**config.mk**
```make
export PLATFORM = sky130hd
export DESIGN_NAME = euclidean_norm_float_stream
export DESIGN_NICKNAME = d
export VERILOG_FILES = /design/src/sv/enf_pkg.sv /design/src/sv/enf_ctrl.sv /design/src/sv/enf_dp.sv /design/src/sv/euclidean_norm_float_stream.sv
export SDC_FILE = /design/constraint.sdc
export NUM_CORES = 2
export LEC_CHECK = 0
export BUFFER_PORTS_ARGS = -buffer_cell sky130_fd_sc_hd__buf_2
export CAP_MARGIN = 5
export CORE_ASPECT_RATIO = 1.25
export CORE_UTILIZATION = 45
export CTS_CLUSTER_SIZE = 8
export DETAILED_ROUTE_END_ITERATION = 10
export HOLD_SLACK_MARGIN = 0.06
export PLACE_DENSITY = 0.56
export SETUP_SLACK_MARGIN = 0.2
export SYNTH_ARGS = -nofsm -noshare
export SYNTH_HDL_FRONTEND = slang
export SYNTH_SLANG_ARGS = --single-unit
```
**constraint.sdc**
```tcl
create_clock -name i_clk -period 18.6 [get_ports i_clk]
set_input_delay 2.79 -clock i_clk [delete_from_list [all_inputs] [get_ports i_clk]]
set_output_delay 2.79 -clock i_clk [all_outputs]
set_load 0.005 [all_outputs]
```
**src/sv/enf_pkg.sv**
```systemverilog
// ----------------------------------------------------------------------------
// enf_pkg
// Types and constants for the streaming Euclidean norm block.
// ----------------------------------------------------------------------------
package enf_pkg;
    localparam int unsigned DATA_W = 32;
    localparam logic [31:0] QNAN_BITS = 32'h7FC0_0000;
    localparam logic [31:0] PINF_BITS = 32'h7F80_0000;

    typedef enum logic [3:0] {
        ST_IDLE, ST_SQ, ST_ALIGN, ST_ADD, ST_NORM, ST_RND,
        ST_SQRT_PREP, ST_SQRT_ITER, ST_SQRT_NORM, ST_SQRT_RND, ST_OUT
    } t_state;

    typedef struct packed {
        logic load;
        logic sq;
        logic align;
        logic add;
        logic norm;
        logic rnd;
        logic sqrt_prep;
        logic sqrt_iter;
        logic sqrt_norm;
        logic sqrt_rnd;
        logic clear;
    } t_cmd;

    typedef struct packed {
        logic fma_bypass;
        logic sqrt_bypass;
        logic sqrt_done;
    } t_status;

    // pack m * 2^e (m nonzero, lead bit at most 63) to a positive binary32
    function automatic logic [31:0] pack_pos(input logic [63:0] m,
                                             input logic signed [11:0] e,
                                             input logic [5:0] p);
        logic signed [11:0] lsb;
        logic signed [11:0] s;
        logic [63:0] q;
        logic [63:0] r;
        logic [63:0] half;
        logic [63:0] bits;
        lsb = 12'(p) + e - 12'sd23;
        if (lsb < -12'sd149) lsb = -12'sd149;
        s = lsb - e;
        q = 64'd0;
        r = 64'd0;
        half = 64'd0;
        if (lsb + 12'sd150 > 12'sd254) begin
            pack_pos = PINF_BITS;
        end else begin
            if (s <= 0) begin
                q = m << 6'(-s);
            end else if (s > 12'sd64) begin
                q = 64'd0;
            end else begin
                if (s == 12'sd64) begin
                    q = 64'd0;
                    r = m;
                end else begin
                    q = m >> 6'(s);
                    r = m & ((64'd1 << 6'(s)) - 64'd1);
                end
                half = 64'd1 << 6'(s - 12'sd1);
                if (r > half || (r == half && q[0])) q = q + 64'd1;
            end
            bits = (64'(lsb + 12'sd149) << 23) + q;
            pack_pos = (bits >= 64'(PINF_BITS)) ? PINF_BITS : bits[31:0];
        end
    endfunction
endpackage

```
**src/sv/enf_ctrl.sv**
```systemverilog
// ----------------------------------------------------------------------------
// enf_ctrl
// Sequencer for accumulate and square-root steps, with handshakes.
// ----------------------------------------------------------------------------
module enf_ctrl (
    input  logic             i_clk,
    input  logic             i_rst_n,
    input  logic             i_valid,
    output logic             o_ready,
    input  logic             i_has_element,
    input  logic             i_last_flag,
    output logic             o_valid,
    input  logic             i_ready,
    input  enf_pkg::t_status i_status,
    output enf_pkg::t_cmd    o_cmd
);
    import enf_pkg::*;

    t_state r_state, n_state;
    logic   r_last, n_last;
    logic   accept;

    assign accept  = i_valid && o_ready;

    always_ff @(posedge i_clk) begin
        if (!i_rst_n) begin
            r_state <= ST_IDLE;
            r_last  <= 1'b0;
        end else begin
            r_state <= n_state;
            r_last  <= n_last;
        end
    end

    always_comb begin
        n_state = r_state;
        n_last  = r_last;
        o_cmd   = '0;
        o_ready = 1'b0;
        o_valid = 1'b0;
        unique case (r_state)
            ST_IDLE: begin
                o_ready = 1'b1;
                if (accept) begin
                    o_cmd.load = 1'b1;
                    n_last = i_last_flag;
                    if (i_has_element) n_state = ST_SQ;
                    else if (i_last_flag) n_state = ST_SQRT_PREP;
                end
            end
            ST_SQ: begin
                o_cmd.sq = 1'b1;
                n_state = ST_ALIGN;
            end
            ST_ALIGN: begin
                o_cmd.align = 1'b1;
                n_state = ST_ADD;
            end
            ST_ADD: begin
                o_cmd.add = 1'b1;
                n_state = ST_NORM;
            end
            ST_NORM: begin
                o_cmd.norm = 1'b1;
                n_state = ST_RND;
            end
            ST_RND: begin
                o_cmd.rnd = 1'b1;
                n_state = r_last ? ST_SQRT_PREP : ST_IDLE;
            end
            ST_SQRT_PREP: begin
                o_cmd.sqrt_prep = 1'b1;
                n_state = ST_SQRT_ITER;
            end
            ST_SQRT_ITER: begin
                if (i_status.sqrt_done) n_state = ST_SQRT_NORM;
                else o_cmd.sqrt_iter = 1'b1;
            end
            ST_SQRT_NORM: begin
                o_cmd.sqrt_norm = 1'b1;
                n_state = ST_SQRT_RND;
            end
            ST_SQRT_RND: begin
                o_cmd.sqrt_rnd = 1'b1;
                n_state = ST_OUT;
            end
            ST_OUT: begin
                o_valid = 1'b1;
                if (i_ready) begin
                    o_cmd.clear = 1'b1;
                    n_state = ST_IDLE;
                end
            end
            default: n_state = ST_IDLE;
        endcase
    end
endmodule

```
**src/sv/enf_dp.sv**
```systemverilog
// ----------------------------------------------------------------------------
// enf_dp
// Datapath: staged fused square-accumulate and bit-pair square root.
// ----------------------------------------------------------------------------
module enf_dp (
    input  logic                   i_clk,
    input  logic                   i_rst_n,
    input  logic [31:0]            i_element_bits,
    input  enf_pkg::t_cmd          i_cmd,
    output enf_pkg::t_status       o_status,
    output logic [31:0]            o_norm_bits
);
    import enf_pkg::*;

    logic [31:0]        r_sum;
    logic [31:0]        r_x;
    logic [31:0]        r_norm;
    logic [63:0]        r_pm, r_am, r_acc;
    logic signed [11:0] r_pe, r_ae, r_e;
    logic [5:0]         r_lp;
    logic               r_byp;
    logic [31:0]        r_byp_val;
    // square root
    logic [63:0]        r_m, r_res, r_bit;
    logic signed [11:0] r_se;

    logic [30:0] xa, aa;
    logic [23:0] xm, amn;
    logic signed [11:0] xe, ae0;

    assign xa  = r_x[30:0];
    assign aa  = r_sum[30:0];
    assign xm  = (xa[30:23] == 8'd0) ? {1'b0, xa[22:0]} : {1'b1, xa[22:0]};
    assign xe  = (xa[30:23] == 8'd0) ? -12'sd149 : 12'(xa[30:23]) - 12'sd150;
    assign amn = (aa[30:23] == 8'd0) ? {1'b0, aa[22:0]} : {1'b1, aa[22:0]};
    assign ae0 = (aa[30:23] == 8'd0) ? -12'sd149 : 12'(aa[30:23]) - 12'sd150;

    function automatic logic [5:0] lead(input logic [63:0] v);
        logic [5:0] p;
        p = 6'd0;
        for (int i = 0; i < 64; i++) if (v[i]) p = 6'(i);
        return p;
    endfunction

    logic [5:0] pl, al;
    logic [63:0] sq;
    assign sq = 64'(xm) * 64'(xm);
    assign pl = lead(r_pm);
    assign al = lead(r_am);

    logic signed [11:0] pe_n, ae_n, d;
    logic [63:0] pm_n, am_n, small_m, sticky_m;
    assign pm_n = r_pm << (6'd61 - pl);
    assign pe_n = r_pe - 12'(6'd61 - pl);
    assign am_n = r_am << (6'd61 - al);
    assign ae_n = r_ae - 12'(6'd61 - al);
    assign d    = (r_pe >= r_ae) ? r_pe - r_ae : r_ae - r_pe;
    assign small_m = (r_pe >= r_ae) ? r_am : r_pm;
    always_comb begin
        if (d <= 0) sticky_m = small_m;
        else if (d >= 12'sd63) sticky_m = 64'(small_m != 0);
        else sticky_m = (small_m >> 6'(d)) |
                        64'((small_m & ((64'd1 << 6'(d)) - 64'd1)) != 0);
    end

    // square-root step
    logic [63:0] trial;
    assign trial = r_res + r_bit;

    // prep values
    logic [23:0] sm0;
    logic signed [11:0] se0;
    logic [63:0] sm1;
    logic signed [11:0] se1;
    assign sm0 = (r_sum[30:23] == 8'd0) ? {1'b0, r_sum[22:0]} : {1'b1, r_sum[22:0]};
    assign se0 = (r_sum[30:23] == 8'd0) ? -12'sd149 : 12'(r_sum[30:23]) - 12'sd150;
    assign sm1 = se0[0] ? 64'(sm0) << 1 : 64'(sm0);
    assign se1 = se0[0] ? se0 - 12'sd1 : se0;
    logic [5:0] sl, k;
    assign sl = lead(sm1);
    assign k  = (6'd61 - sl) & 6'h3E;

    assign o_status.fma_bypass  = r_byp;
    assign o_status.sqrt_bypass = r_byp;
    assign o_status.sqrt_done   = (r_bit == 64'd0);
    assign o_norm_bits = r_norm;

    always_ff @(posedge i_clk) begin
        if (!i_rst_n) begin
            r_sum <= 32'd0;
        end else begin
            if (i_cmd.rnd) r_sum <= r_byp ? r_byp_val : pack_pos(r_acc, r_e, r_lp);
            if (i_cmd.clear) r_sum <= 32'd0;
        end
        if (i_cmd.load) r_x <= i_element_bits;
        if (i_cmd.sq) begin
            r_pm <= sq;
            r_pe <= xe <<< 1;
            r_am <= 64'(amn);
            r_ae <= ae0;
            r_byp <= 1'b1;
            if (xa > 31'(PINF_BITS) || aa > 31'(PINF_BITS)) r_byp_val <= QNAN_BITS;
            else if (xa == 31'(PINF_BITS) || aa == 31'(PINF_BITS)) r_byp_val <= PINF_BITS;
            else if (xm == 24'd0) r_byp_val <= {1'b0, aa};
            else r_byp <= 1'b0;
        end
        if (i_cmd.align) begin
            r_pm <= pm_n;
            r_pe <= pe_n;
            if (r_am != 0) begin
                r_am <= am_n;
                r_ae <= ae_n;
            end
        end
        if (i_cmd.add) begin
            if (r_am == 0) begin
                r_acc <= r_pm;
                r_e   <= r_pe;
            end else if (r_pe >= r_ae) begin
                r_acc <= r_pm + sticky_m;
                r_e   <= r_pe;
            end else begin
                r_acc <= r_am + sticky_m;
                r_e   <= r_ae;
            end
        end
        if (i_cmd.norm) r_lp <= lead(r_acc);
        if (i_cmd.sqrt_prep) begin
            r_byp <= 1'b1;
            if (r_sum[30:0] > 31'(PINF_BITS)) r_byp_val <= QNAN_BITS;
            else if (r_sum[30:0] == 31'd0) r_byp_val <= r_sum;
            else if (r_sum[31]) r_byp_val <= QNAN_BITS;
            else if (r_sum == PINF_BITS) r_byp_val <= PINF_BITS;
            else r_byp <= 1'b0;
            r_m   <= sm1 << k;
            r_se  <= se1 - 12'(k);
            r_res <= 64'd0;
            r_bit <= 64'd1 << 62;
        end
        if (i_cmd.sqrt_iter) begin
            if (r_bit > r_m && r_res == 64'd0) begin
                r_bit <= r_bit >> 2;
            end else begin
                if (r_m >= trial) begin
                    r_m   <= r_m - trial;
                    r_res <= (r_res >> 1) + r_bit;
                end else begin
                    r_res <= r_res >> 1;
                end
                r_bit <= r_bit >> 2;
            end
        end
        if (i_cmd.sqrt_norm) begin
            r_acc <= (r_res << 1) | 64'(r_m != 0);
            r_e   <= (r_se >>> 1) - 12'sd1;
            r_lp  <= lead((r_res << 1) | 64'(r_m != 0));
        end
        if (i_cmd.sqrt_rnd) r_norm <= r_byp ? r_byp_val : pack_pos(r_acc, r_e, r_lp);
    end
endmodule

```
**src/sv/euclidean_norm_float_stream.sv**
```systemverilog
// Element item: registered steps square, align, add, normalise and round; end of vector adds the square root.
// Elements: a new element is taken only once the staged square-accumulate loop has rounded the last one.
// Square root: bit-pair method over a 64-bit radicand, up to 32 steps.
// Reset: synchronous active-low; sum cleared to +0.0, no result pending.
// ----------------------------------------------------------------------------
// euclidean_norm_float_stream
// Streaming binary32 Euclidean norm: sum of squares, then square root.
// ----------------------------------------------------------------------------
module euclidean_norm_float_stream (
    input  logic        i_clk,
    input  logic        i_rst_n,
    input  logic        i_valid,
    output logic        o_ready,
    input  logic [31:0] i_element_bits,
    input  logic        i_has_element,
    input  logic        i_last_flag,
    output logic        o_valid,
    input  logic        i_ready,
    output logic [31:0] o_norm_bits
);
    import enf_pkg::*;

    t_cmd    cmd;
    t_status status;

    enf_ctrl u_ctrl (
        .i_clk, .i_rst_n, .i_valid, .o_ready, .i_has_element, .i_last_flag,
        .o_valid, .i_ready, .i_status(status), .o_cmd(cmd)
    );

    enf_dp u_dp (
        .i_clk, .i_rst_n, .i_element_bits, .i_cmd(cmd), .o_status(status),
        .o_norm_bits
    );
endmodule

```
==> metrics.csv <==
stage,metric,value,unit
run_status,outcome,"complete, but fails checks",
run_status,failing checks,"max-capacitance violations, max-slew violations",
synth,Synth Flop Type,dfxtp_1,
sta,Worst-Margin Slew,1520,ps
synth,Synth area leader,fa_1,
synth,synthesized area per cell,7.88,um2
clock_network,postcts setup bufs,0,
setup_path,worst r2r src,u_dp.r_e[0]$_DFFE_PP_,
sta,Hold Fails Final Rpt,0,
floorplan,std cell rows,183,
setup_path,Worst Reg-to-Reg Cells,63,
worst_hold_path,worst hold path type,reg -> reg,
synth,Synth area leaders,"fa_1 9.5%, mux2i_1 9.1%, edfxtp_1 8.8%, ha_1 8.3%, dfxtp_1 6.0%",
sta,"Slew Viols, Final",2,
synth,register bit total from synthesis,538,
floorplan,Starting Density,0.454,
sta,Slew HR,-0.0172,
finish,Area Overhead vs Synth,7.52,%
clock_network,post-CTS sizing,0,
drt,Initial DRT Pass Iterations,7,
sta,Tmin final,17390,ps
run,max capacitance violation total,1,
setup_path,critical path's top delay family,simple AND/OR/NAND/NOR gates,
worst_hold_path,Hold Path Origin,u_dp.r_byp_val[18]$_DFF_P_,
clock_network,clk sinks,538,
sta,setup TNS,0,ps
setup_path,WS Path Type,reg -> reg,
drt,routed vias,94400,
synth,synth cell count leaders,"1,386 x nand2_1, 832 x nor2_1, 825 x mux2i_1",
drt,Post-route DRC,0,
setup_path,CP Launch Type,flop,
global_route,total track usage,0.429,
setup_path,CP max FO,20,
floorplan,die width,404,um
floorplan,Die Ht,504,um
sta,unrepaired setup endpoints after global routing,false,
synth,cell with the most instances after synthesis,nand2_1,
setup_path,Worst EP required,19090,ps
synth,Yosys cell types,119,
setup_path,"Buf+Inv Stages, Crit Path",8,
synth,sequential share of the synthesized area,0.148,
clock_network,Post-CTS Hold Buffers,0,
place,GPL Wtd Cong,1.08,
place,DP Wirelength,346000,um
finish,# fillers,19800,
setup_path,"Slowest-stage cell, CP",nor4_4,
floorplan,count of boundary I/O pins,72,
sta,clock skew,86.1,ps
sta,Max Freq,0.0575,GHz
clock_network,worst-skew pair later-pin latency,770,ps
drt,Initial DRC Count,11700,
setup_path,cell mode on critical path,ha_1,
clock_network,CTS tree,done,
clock_network,clock buffer depth,3,
setup_path,Max stage delay on crit path,620,ps
worst_hold_path,hold path endpoint,u_dp.r_byp_val[18]$_DFF_P_,
sta,final setup fails,0,
synth,asr flop ratio synth,0,
clock_network,CTS buffer count,81,
drt,drt via density,6.74,
clock_network,Root Driver,clkbuf_16,
global_route,number of global-route vias before repair,90600,
setup_path,Worst EP arrival,17880,ps
synth,top-area cell type share of the netlist area,0.0954,
synth,Gate Count Post-Synth,11500,
sta,fin crit share,0.935,
global_route,initial antenna violation count,32,
synth,"EDFF count, synth",266,
clock_network,clock transition at the registers of the reported paths,60,ps
finish,Final #Nets,12300,
place,I/O Buffers,70,
floorplan,die area,203000,um2
setup_path,r2r endpoint,u_dp.o_norm_bits[29]$_DFFE_PP_,
setup_path,reg2reg setup slack,1210,ps
synth,Syn Nets,12600,
drt,final WL,448000,um
synth,Mapped Area,90700,um2
global_route,first-pass GRT wire length,641000,um
synth,Synth Warn #,0,
worst_hold_path,hold path cells,2,
finish,area occupied by multi-input gates,71400,um2
global_route,largest net degree at the start of global routing,116,
clock_network,H-tree levels,3,
drt,WL/cell,32.0,um
floorplan,floorplan core area,200000,um2
drt,Detail Route Antenna Nets,0,
global_route,gr ovfl total,0,
finish,sequential cell area,13400,um2
setup_path,crit end category,flop,
finish,share of post-route cells with drive strength above 1,0.0986,
[state kept, by name, indices dropped and copies added, names as in the netlist]
name,count
u_dp.r_x,31
u_dp.r_bit,32
u_dp.r_ae,12
u_dp.o_norm_bits,32
u_dp.r_se,11
u_dp.r_pe,12
u_dp.r_res,64
u_dp.r_byp_val,32
u_dp.r_pm,64
u_dp.r_lp,6
u_dp.r_sum,32
u_dp.r_acc,64
u_dp.r_e,12
u_dp.r_m,64
u_dp.r_byp,1
u_ctrl.r_state,4
u_ctrl.r_last,1
u_dp.r_am,64
[cells in the final DEF, fill, tap and decap left out, types with 106 or more instances in the layout]
| master | netlist | layout |
|---|---|---|
| edfxtp_1 | 266 | 266 |
| fa_1 | 432 | 429 |
| inv_1 | 739 | 738 |
| xor2_1 | 174 | 170 |
| a211oi_1 | 163 | 161 |
| xnor2_1 | 262 | 258 |
| nor2_1 | 832 | 817 |
| a21oi_1 | 752 | 750 |
| nand4_1 | 106 | 106 |
| nor4_1 | 138 | 137 |
| ha_1 | 598 | 595 |
| a31oi_1 | 204 | 201 |
| mux4_2 | 208 | 208 |
| nor3_1 | 235 | 229 |
| o22ai_1 | 150 | 148 |
| nand2_1 | 1386 | 1380 |
| a21o_1 | 168 | 168 |
| o21ai_0 | 607 | 599 |
| buf_4 | 9 | 463 |
| dfxtp_1 | 272 | 272 |
| and2_1 | 244 | 242 |
| nor2b_1 | 118 | 118 |
| mux2i_1 | 825 | 822 |
| nand3_1 | 294 | 292 |
[worst max path at each step]
stage / startpoint / to / slack (ps) / cells after the start
floorplan: u_dp.r_e[0]$_DFFE_PP_ / u_dp.o_norm_bits[23]$_DFFE_PP_ / 4110 / 67
global placement: u_dp.r_e[0]$_DFFE_PP_ / u_dp.o_norm_bits[23]$_DFFE_PP_ / 1210 / 64
detailed placement: u_dp.r_e[0]$_DFFE_PP_ / u_dp.o_norm_bits[25]$_DFFE_PP_ / 1120 / 62
CTS: u_dp.r_e[0]$_DFFE_PP_ / u_dp.o_norm_bits[25]$_DFFE_PP_ / 1080 / 62
global route: u_dp.r_e[0]$_DFFE_PP_ / u_dp.o_norm_bits[29]$_DFFE_PP_ / 310 / 63
finish: u_dp.r_e[0]$_DFFE_PP_ / u_dp.o_norm_bits[29]$_DFFE_PP_ / 1210 / 63
[cell families (layout without fill, tap and decap cells)]
kind of cell,Yosys count,count (layout),synth area share
compound gates,2977,2977,0.213
xor+xnor,439,439,0.0428
fa+ha+maj,1031,1031,0.178
buf+inv,1624,1432,0.0696
flops,538,538,0.148
mux,1105,1105,0.152
other cells,0,15,0
simple gates,3791,3791,0.197
[metal layers]
metal  share of wire  up-vias  GRT usage  wire length (um)
met3           0.099     1585     0.0991             44200
met5         0.00045        -          0               202
met2            0.44     5647      0.663            196000
met4           0.098       28      0.346             43800
met1            0.36    46000      0.508            163000
li1                -    41200          -                 -
[metrics by stage]
step,area [um2],worst slack (ps),instances,hold WS [ps],util
CTS,97400,1080,14000,453,0.488
global route,97500,307,14000,468,0.488
finish,97500,1210,14000,454,0.488
floorplan,90700,4110,11500,436,-
detailed placement,94900,1120,13900,447,0.475
global placement,94900,1210,13900,442,0.475
[worst reg2reg max path: cells and delay by family (launching register included)]
family / cells / cell delay [ps]
buf+inv: 8 / 1440
simple gates: 27 / 7320
compound gates: 17 / 4570
flops: 1 / 460
xor+xnor: 3 / 470
fa+ha+maj: 8 / 2910
[final cells by class]
class                           count  area share
Sequential cell                   538       0.138
Inverter                          753      0.0290
Clock buffer                      125      0.0231
Timing Repair Buffer              539      0.0404
Antenna cell                       15    0.000385
Tap cell                         2682      0.0344
Clock inverter                     15     0.00278
Multi-Input combinational cell   9343       0.732
Power is not shown: default switching activity piles up to over one toggle a cycle in this logic, so the estimate is an artifact.
